`config.mk`:
```
export PLATFORM = sky130hd
export DESIGN_NAME = nsv_front
export DESIGN_NICKNAME = d
export VERILOG_FILES = /design/src/sv/nsv_pkg.sv /design/src/sv/nsv_front.sv
export SDC_FILE = /design/constraint.sdc
export NUM_CORES = 1
export LEC_CHECK = 0
export BUFFER_PORTS_ARGS = -buffer_cell sky130_fd_sc_hd__buf_2
export CAP_MARGIN = 0
export CORE_UTILIZATION = 52
export DETAILED_ROUTE_END_ITERATION = 12
export PLACE_DENSITY = 0.79
export SYNTH_ARGS = -nofsm -noshare
export SYNTH_HDL_FRONTEND = slang
export SYNTH_SLANG_ARGS = --single-unit
```
`constraint.sdc`:
```
create_clock -name clk -period 4.6 [get_ports clk]
set_input_delay 0.92 -clock clk [delete_from_list [all_inputs] [get_ports clk]]
set_output_delay 0.92 -clock clk [all_outputs]
set_load 0.02 [all_outputs]
```
`src/sv/nsv_pkg.sv`:
```
// Shared constants, function codes and the queued item type of the Voronoi seed search block.
package nsv_pkg;

	localparam int MAX_POINTS = 128;
	localparam int COORD_BITS = 12;

	localparam int ADDR_W  = $clog2(MAX_POINTS);
	localparam int NP_W    = $clog2(MAX_POINTS + 1);
	localparam int IDX_W   = 7;
	localparam int COLOR_W = 8;
	localparam int CFG_W   = 8;
	localparam int COUNT_W = 24;
	localparam int FUNC_W  = 2;
	localparam int SQ_W    = 2 * COORD_BITS;
	localparam int DIST_W  = 2 * COORD_BITS + 1;
	localparam int SEED_W  = 2 * COORD_BITS + 3 * COLOR_W;
	localparam int Q_DEPTH = 2;
	localparam int QP_W    = (Q_DEPTH > 1) ? $clog2(Q_DEPTH) : 1;

	localparam logic [FUNC_W-1:0] FUNC_LOAD     = 2'd0;
	localparam logic [FUNC_W-1:0] FUNC_CLASSIFY = 2'd1;
	localparam logic [FUNC_W-1:0] FUNC_QUERY    = 2'd2;
	localparam logic [FUNC_W-1:0] FUNC_BAD      = 2'd3;

	localparam logic [CFG_W-1:0]   NUM_POINTS_RST = 8'd100;
	localparam logic [COUNT_W-1:0] COUNT_MAX      = '1;

	typedef struct packed {
		logic [FUNC_W-1:0]     op;
		logic                  err;
		logic [COORD_BITS-1:0] x;
		logic [COORD_BITS-1:0] y;
		logic [IDX_W-1:0]      idx;
		logic [COLOR_W-1:0]    red;
		logic [COLOR_W-1:0]    green;
		logic [COLOR_W-1:0]    blue;
	} item_t;

endpackage

```
`src/sv/nsv_front.sv`:
```
// Front end: takes requests, flags bad ones and holds them in a short queue.
module nsv_front (
	input  logic                                clk,
	input  logic                                arst_n,
	input  logic                                start,
	output logic                                busy,
	input  logic [nsv_pkg::FUNC_W-1:0]          func,
	input  logic [11:0]                         coord_x,
	input  logic [11:0]                         coord_y,
	input  logic [nsv_pkg::IDX_W-1:0]           point_index,
	input  logic [nsv_pkg::COLOR_W-1:0]         seed_red,
	input  logic [nsv_pkg::COLOR_W-1:0]         seed_green,
	input  logic [nsv_pkg::COLOR_W-1:0]         seed_blue,
	output nsv_pkg::item_t                      q_item,
	output logic                                q_valid,
	input  logic                                q_pop
);

	nsv_pkg::item_t               fifo_q [nsv_pkg::Q_DEPTH];
	nsv_pkg::item_t               in_item;
	logic [nsv_pkg::QP_W-1:0]     wr_ptr_q;
	logic [nsv_pkg::QP_W-1:0]     rd_ptr_q;
	logic [nsv_pkg::QP_W:0]       fill_q;
	logic                         push;
	logic                         idx_bad;

	assign busy    = (fill_q == (nsv_pkg::QP_W + 1)'(nsv_pkg::Q_DEPTH));
	assign push    = start && !busy;
	assign q_valid = (fill_q != '0);
	assign q_item  = fifo_q[rd_ptr_q];
	assign idx_bad = (int'(point_index) >= nsv_pkg::MAX_POINTS);

	always_comb begin
		in_item.op    = func;
		in_item.x     = nsv_pkg::COORD_BITS'(coord_x);
		in_item.y     = nsv_pkg::COORD_BITS'(coord_y);
		in_item.idx   = point_index;
		in_item.red   = seed_red;
		in_item.green = seed_green;
		in_item.blue  = seed_blue;
		case (func)
			nsv_pkg::FUNC_LOAD:     in_item.err = idx_bad;
			nsv_pkg::FUNC_QUERY:    in_item.err = idx_bad;
			nsv_pkg::FUNC_CLASSIFY: in_item.err = 1'b0;
			default:                in_item.err = 1'b1;
		endcase
	end

	always_ff @(posedge clk) begin
		if (push) begin
			fifo_q[wr_ptr_q] <= in_item;
		end
	end

	always_ff @(posedge clk or negedge arst_n) begin
		if (!arst_n) begin
			wr_ptr_q <= '0;
			rd_ptr_q <= '0;
			fill_q   <= '0;
		end else begin
			if (push) begin
				wr_ptr_q <= (wr_ptr_q == nsv_pkg::QP_W'(nsv_pkg::Q_DEPTH - 1)) ? '0
					: wr_ptr_q + 1'b1;
			end
			if (q_pop) begin
				rd_ptr_q <= (rd_ptr_q == nsv_pkg::QP_W'(nsv_pkg::Q_DEPTH - 1)) ? '0
					: rd_ptr_q + 1'b1;
			end
			case ({push, q_pop})
				2'b10:   fill_q <= fill_q + 1'b1;
				2'b01:   fill_q <= fill_q - 1'b1;
				default: fill_q <= fill_q;
			endcase
		end
	end

endmodule

```
== After elaboration in Yosys (flattened, before gate mapping) ==
Memories as Yosys holds them, arrays and structs flattened.
Index checks and enable logic that the tools add are counted.
Storage, ports and cells
  bits in writable memories: 116
  word-level logic and storage cells: 25
  bits in registers: 4
  input bits: 61
  output and inout bits: 60
  memories: 1
Operators by class
  reduce and logical (&&, ||, !) cells: 6
  equality and inequality tests: 5
  $add $sub $neg: 4
  mux-type cells: 6
Memory list
  fifo_q: depth 2, width 58, read ports 1, clocked after memory_dff 0, wr ports 1, RTL line nsv_front.sv:19  | nsv_pkg::item_t fifo_q [nsv_pkg::Q_DEPTH];
Operators by type and width (count)
  2-bit == test (second input constant): 3
  1-bit 2-to-1 mux: 5
  2-bit by 1-bit == test with 1-bit output (second input constant): 2
  2-bit one-hot mux with 2 select lines: 1
  2-bit nonzero test: 2
  3-bit OR reduction: 1
  1-bit adder (second input constant): 2
  2-bit by 1-bit adder with 2-bit output (second input constant): 1
  2-bit zero test: 1
  2-bit by 1-bit subtractor with 2-bit output (second input constant): 1
  1-bit logical AND: 1
  1-bit zero test: 1

== Depth between registers and ports, before layout ==
Gate-level depths: netlist (run 1).
  word-level depth: 5
  gate-level depth with buffers: 6
  depth with buffers taken out: 6

== Least setup slack after synthesis (run 1) ==
OpenSTA, ideal clock, no wires.
  path type: input port to flip-flop
  start: in start
  end: mem fifo_q[0][0] (netlist name), enable pin
  required time: 4.126 ns
  stages on the path: 2
  path buffers: 0
  path slack: 0.684 ns
  arrival: 3.442 ns
  cells stage by stage: nand2_1 nor2_1
On the way
  cells in the longest elaborated chain, start to end: 3
RTL lines
  start: declaration: RTL line nsv_front.sv:5  | input logic start,
  1-bit logical AND: RTL line nsv_front.sv:28  | assign push = start && !busy;
  1-bit 2-to-1 mux: RTL line nsv_front.sv:50  | if (push) begin
  1-bit 2-to-1 mux (not written as such): RTL line nsv_front.sv:51  | fifo_q[wr_ptr_q] <= in_item;
  end: declaration: RTL line nsv_front.sv:19
Every way passes these cells.

==> results of run 1 <==
## power groups by stage
stage,logic (W),registers (W),clock network (W)
2_1_floorplan,0.000899,0.00158,0
3_3_place_gp,0.00114,0.00164,0
3_5_place_dp,0.00116,0.00165,0
4_1_cts,0.00116,0.00163,0.00133
5_1_grt,0.00122,0.00166,0.00138
6_report,0.00114,0.00163,0.00131
## layout by cell type (no fill, tap or decap), types with 2 or more instances in the layout
| cell type | netlist | layout |
|---|---|---|
| mux2_2 | 48 | 48 |
| buf_4 | 0 | 4 |
| buf_2 | 4 | 120 |
| clkbuf_16 | 0 | 16 |
| dfrtp_1 | 4 | 3 |
| bufinv_16 | 0 | 4 |
| mux2_4 | 10 | 10 |
| clkinvlp_4 | 0 | 2 |
| clkinv_2 | 0 | 4 |
| clkinv_1 | 0 | 2 |
| edfxtp_1 | 116 | 116 |
| xnor2_1 | 3 | 3 |
| xor2_1 | 2 | 2 |
## logic make-up after synthesis
family	Yosys count
fa+ha+maj	1
mux	58
flops	120
simple gates	7
buf+inv	8
xor+xnor	5
## through the flow
step / setup slack, ns / total power (W) / instance area [µm²]
floorplan: 0.684 / 0.00248 / 4430
global placement: 1.75 / 0.00278 / 5140
detailed placement: 1.71 / 0.00281 / 5140
CTS: 1.15 / 0.00413 / 5740
global route: 1.08 / 0.00426 / 5740
finish: 1.20 / 0.00408 / 5740
## synthesized netlist by cell type
master and instances:
edfxtp_1 116, nor2_1 2, nand2_1 1, mux2_4 10, and3_1 1, or2_2 1, buf_2 4, mux2_2 48
xor2_1 2, inv_1 1, nand2b_1 1, ha_1 1, xnor2_1 3, buf_6 2, buf_8 1, and2_1 1
dfrtp_1 4
## cell type report
cell class | instances | area share, %
sequential | 120 | 62.4
multi-input combinational | 71 | 13.8
timing repair buffer | 124 | 11.0
clock buffer | 18 | 7.28
clock inverter | 14 | 3.14
tap | 105 | 2.29
inverter | 1 | 0.0654
antenna | 1 | 0.0436
## critical path, stage by stage, from the launching register on
cell     delay, ns
dfrtp_2       0.96
buf_4         0.45
mux2_2        0.38
buf_2         0.16
## registers in the layout, summed over array words and instances, names as in the netlist
name	cells
rd_ptr_q	1
wr_ptr_q	1
fill_q	2
fifo_q	116
## worst min-delay path by stage
stage / slack, ns / endpoint / depth (start not counted) / startpoint
floorplan: 0.46 / fill_q[1]$_DFFE_PN0P_ / 1 / fill_q[1]$_DFFE_PN0P_
global placement: 0.47 / fill_q[1]$_DFFE_PN0P_ / 1 / fill_q[1]$_DFFE_PN0P_
detailed placement: 0.49 / fill_q[1]$_DFFE_PN0P_ / 1 / fill_q[1]$_DFFE_PN0P_
CTS: 0.19 / fill_q[1]$_DFFE_PN0P_ / 1 / arst_n
global route: 0.21 / fill_q[1]$_DFFE_PN0P_ / 1 / arst_n
finish: 0.22 / fill_q[1]$_DFFE_PN0P_ / 1 / arst_n
## per-layer routing
layer / vias up / GRT usage, % / wire, µm
met1: 1096 / 21.1 / 3120
met4: 0 / 7.31 / 21
met5: - / 0 / 0
li1: 1057 / - / -
met2: 98 / 26.0 / 3440
met3: 3 / 7.69 / 697
==> flow_metrics.tcl, run 1 <==
set metrics [dict create \
    routed_wl_um 7270 \
    fin_setup_tns_ns 0 \
    arrival_ns 2.48 \
    die_area_mm2 0.00889 \
    synthTopCellsByArea "edfxtp_1 (79%), mux2_2 (12%), mux2_4 (3.4%), dfrtp_1 (2.3%), xnor2_1 (0.59%)" \
    vias_per_cell 4.96 \
    synth-xor-area-share_pct 0.989 \
    swShare_pct 30.1 \
    fin_worst_skew_ns 0.0109 \
    worst_setup_path_start_kind "flip-flop" \
    r2r_end "fifo_q[1][12]$_DFFE_PP_" \
    placementRows 33 \
    final-hold-violation-count 0 \
    detail-route-antenna-nets 0 \
    areaGrowthSynthToFinish_pct 29.7 \
    p_comb_share_pct 28.0 \
    layout.cells.non_filler 454 \
    critPathKind "reg2out" \
    htree_levels 4 \
    p_switching_w 0.00123 \
    max-slew-margin-rel_pct 33.7 \
    maxCapViolCount 0 \
    cts.sinks 120 \
    synth-compound-area-share_pct 0 \
    layout-drive-gt1-share_pct 61.8 \
    fin_hold_ws_ns 0.221 \
    finalMaxSlewViolations 0 \
    vias 2254 \
    port_buffers 120 \
    clkPwrFrac_pct 32.1 \
    ys_seq_elements 120 \
    cts_made_buffers 17 \
    wl_per_cell_um 16.0 \
    critPathLaunch "rd_ptr_q$_DFFE_PN0P_" \
    reg2regPathDepth 3 \
    clk_path_buf_depth 2 \
    post_synth_num_cell_types 17 \
    p_int_w 0.00286 \
    root_buffer "clkbuf_8" \
    final_nets 397 \
    dpl.cell_count 421 \
    post_cts_resized 0 \
    fill_cells 539 \
    final_util_pct 69.9 \
    dr.pass1.iters 4 \
    crit_fanout 39 \
    synth_top_cell_by_area "edfxtp_1" \
    synth_mux_area_share_pct 15.6 \
    seq_area_mm2 0.00358 \
    ff2ff_setup_slack_ns 2.42 \
    yosysTopAreaCellShare_pct 78.7 \
    clk_pin_slew_ns 0.06 \
    cellPowerDensity_mw_per_mm2 711 \
    multi_input_area_um2 792 \
    dpl.hpwl_um 4690 \
    gp_congestion 0.681 \
    cts_tree "done" \
    io_pins 121 \
    syn_inst 199 \
    grt_pass1_vias 2273 \
    drt_iter0_markers 103 \
    ctsHoldBuffers 0 \
    grt_use_total_pct 17.1 \
    seq_area_frac_synth_pct 80.9 \
    timing.rr.start "fill_q[0]$_DFFE_PN0P_" \
    clkLatencyLatePin_ns 0.49 \
    end_kind "output pin" \
    period_share_pct 73.8 \
    maxClockFrequency_mhz 295 \
    setup.worst_path.end "q_item[15]" \
    grt.overflow.total 0 \
    status "finished clean" \
    grt_pass1_wl_um 10900 \
    yosys.area_share.simple_pct 0.819 \
    rsz0062_at_grt "no" \
    die_w_um 94.3 \
    synth.avg_cell_area_um2 22.3 \
    initial_core_util_pct 53.9 \
    synthAdderAreaFrac_pct 0.283 \
    setup_viol 0 \
    p_leak_nw 2.23 \
    route.detailed.drc 0 \
    die_h_um 94.3 \
    cp.required_ns 3.68 \
    power.share.sequential_pct 39.9 \
    antenna_found_initial 1 \
    postCtsSetupBuffers 0 \
    synth_top_family_by_area "multiplexers" \
    synth_area_mm2 0.00443 \
    ys_warn_count 0 \
    core_mm2 0.00822 \
    worstMarginPinSlew_ns 0.994 \
    irDropWorstVdd_uv 501 \
    hold_class "in2async" \
    layout_min_cycle_time_ns 3.40 \
    synth_nets 261 \
    grt_max_degree 43 \
]
Note: power is estimated with default switching activity, not from simulation.
==> run 2: changes to the inputs <==
--- a/config.mk
+++ b/config.mk
@@ -7,9 +7,9 @@
 export LEC_CHECK = 0
 export BUFFER_PORTS_ARGS = -buffer_cell sky130_fd_sc_hd__buf_2
 export CAP_MARGIN = 0
-export CORE_UTILIZATION = 52
+export CORE_UTILIZATION = 47
 export DETAILED_ROUTE_END_ITERATION = 12
-export PLACE_DENSITY = 0.79
+export PLACE_DENSITY = 0.76
 export SYNTH_ARGS = -nofsm -noshare
 export SYNTH_HDL_FRONTEND = slang
 export SYNTH_SLANG_ARGS = --single-unit
==> constraint.sdc (replaced) <==
create_clock -name clk -period 2.85 [get_ports clk]
set_input_delay 0.57 -clock clk [delete_from_list [all_inputs] [get_ports clk]]
set_output_delay 0.57 -clock clk [all_outputs]
set_load 0.02 [all_outputs]
==> run 2 against run 1 <==
Worst setup slack got worse by 0.85 ns. Largest power group unchanged. Sequential power increased by 57%. Via count increased by 0.35%. Global-route usage decreased by 0.97 points. First-iteration DRC count decreased by 30%. Sequential share of layout area increased by 0.14 points. Final cell count increased by 1.3%. Register-to-register slack got worse by 1.4 ns. Total power increased by 56%. Flip-flop and latch count unchanged. Utilization decreased by 7.6 points. Cell area decreased by 0.22%.
==> flow_metrics.tcl, run 2 (synthesis gave the netlist of run 1 again) <==
set metrics [dict create \
    largest_reg_flops 116 \
    layout-drive-gt1-share_pct 61.0 \
    placementRows 35 \
    route.detailed.drc 0 \
    grt_use_total_pct 16.2 \
    die_h_um 99.1 \
    clk_path_buf_depth 2 \
    p_comb_share_pct 31.3 \
    cellPowerDensity_mw_per_mm2 1110 \
    status "finished clean" \
    grt.overflow.total 0 \
    dpl.cell_count 429 \
    critPathMaxStageDelay_ns 0.61 \
    clk_pin_slew_ns 0.06 \
    core_mm2 0.00920 \
    gp_congestion 0.689 \
    areaGrowthSynthToFinish_pct 29.4 \
    layout_min_cycle_time_ns 2.50 \
    cpMaxStageDelayCell "dfrtp_2" \
    final-hold-violation-count 0 \
    crit_fanout 15 \
    p_int_w 0.00439 \
    end_kind "output pin" \
    swShare_pct 31.0 \
    grt_max_degree 42 \
    irDropWorstVdd_uv 618 \
    worstMarginPinSlew_ns 0.618 \
    grt_pass1_wl_um 11400 \
    fin_setup_tns_ns 0 \
    layout.cells.non_filler 460 \
    dr.pass1.iters 6 \
    wl_per_cell_um 16.0 \
    maxClockFrequency_mhz 400 \
    port_buffers 120 \
    final_common_cell "buf_2" \
    die_area_mm2 0.00981 \
    reg.largest.list "fifo_q x116, fill_q x2" \
    dpl.hpwl_um 4780 \
    routed_wl_um 7370 \
    arrival_ns 1.93 \
    crit_chain "buf_4, mux2_2, buf_2" \
    io_pins 121 \
    period_share_pct 87.7 \
    clkLatencyLatePin_ns 0.51 \
    grt_pass1_vias 2376 \
    rsz0062_at_grt "no" \
    post_cts_resized 0 \
    drt_iter0_markers 72 \
    diodes 0 \
    p_leak_nw 2.21 \
    top_register "fifo_q" \
    cts_tree "done" \
    clkPwrFrac_pct 28.4 \
    antenna_found_initial 0 \
    max-slew-margin-rel_pct 58.7 \
    htree_levels 4 \
    critPathKind "reg2out" \
    detail-route-antenna-nets 0 \
    hold_class "in2reg" \
    power.share.sequential_pct 40.3 \
    cp.required_ns 2.28 \
    cts_made_buffers 17 \
    vias 2262 \
    vias_per_cell 4.92 \
    initial_core_util_pct 48.1 \
    die_w_um 99.1 \
    root_buffer "clkbuf_8" \
    cts.sinks 120 \
    worst_setup_path_start_kind "flip-flop" \
    final_nets 400 \
    setup_viol 0 \
    maxCapViolCount 0 \
    final_cell_mix "buf_2 (120), edfxtp_1 (116), mux2_2 (48)" \
    fin_worst_skew_ns 0.00755 \
    finalMaxSlewViolations 0 \
    fill_cells 689 \
    p_switching_w 0.00197 \
]
[run 2: cell count changes in the layout (fill, tap and decap cells not counted)]
cell / delta
buf_12: +4
buf_4: -2
bufinv_16: -3
clkinv_1: +2
clkinv_4: -1
clkinvlp_4: +1
diode_2: -1
dlygate4sd3_1: +1
inv_6: -1
[run 2: worst max-delay path, delay by kind of cell (launching register included)]
family	cells	cell delay, ns
buffers and inverters	2	0.46
DFF	1	0.61
muxes	1	0.36
[run 2: per-layer routing]
metal,vias up,share of wire [%],GRT usage (%)
li1,1064,-,-
met1,1111,41,17.8
met2,77,52,26.8
met3,10,6.7,7.38
met4,0,1.1,7.47
met5,-,0,0
[run 2: path summary, 6_finish.rpt]
kind,startpoint,cells after the start,slack [ns],to
worst max-delay path,rd_ptr_q$_DFFE_PN0P_,3,0.35,q_item[42]
worst min-delay path,coord_y[4],1,0.25,fifo_q[0][35]$_DFFE_PP_
worst max register to register,fill_q[0]$_DFFE_PN0P_,4,1.05,fifo_q[0][52]$_DFFE_PP_
worst min register to register,fill_q[1]$_DFFE_PN0P_,1,0.50,fill_q[1]$_DFFE_PN0P_
max in group asynchronous,arst_n,2,2.28,rd_ptr_q$_DFFE_PN0P_
min in group asynchronous,arst_n,2,0.43,wr_ptr_q$_DFFE_PN0P_
[run 2: power by group through the flow]
stage	registers, W	logic, W	clock network (W)
after detailed placement	0.00260	0.00202	0
after global routing	0.00260	0.00213	0.00192
final	0.00256	0.00199	0.00180
after floorplan	0.00254	0.00145	0
after CTS	0.00257	0.00203	0.00185
after global placement	0.00258	0.00200	0
[run 2: what timing repair did]
item,CTS,global route
setup buffers,0,0
endpoints found under the hold margin,4,0
hold buffers,1,0
[run 2: metrics by stage]
| stage | setup WS, ns | total power (W) | utilization, % | hold WS [ns] | area, µm² |
|---|---|---|---|---|---|
| floorplan | 0.252 | 0.00399 | - | 0.274 | 4430 |
| detailed placement | 0.838 | 0.00462 | 56.7 | 0.381 | 5220 |
| global route | 0.248 | 0.00666 | 62.3 | 0.223 | 5730 |
| CTS | 0.299 | 0.00645 | 62.3 | 0.223 | 5730 |
| global placement | 0.875 | 0.00458 | 56.7 | 0.377 | 5220 |
| finish | 0.351 | 0.00636 | 62.3 | 0.248 | 5730 |
[run 2: area by class of cell]
class / count / area (µm²) / area share (%)
Inverter: 1 / 3.75 / 0.0655
Tap cell: 111 / 139 / 2.42
Timing Repair Buffer: 127 / 706 / 12.3
Clock inverter: 12 / 87.6 / 1.53
Sequential cell: 120 / 3580 / 62.6
Clock buffer: 18 / 418 / 7.29
Multi-Input combinational cell: 71 / 792 / 13.8
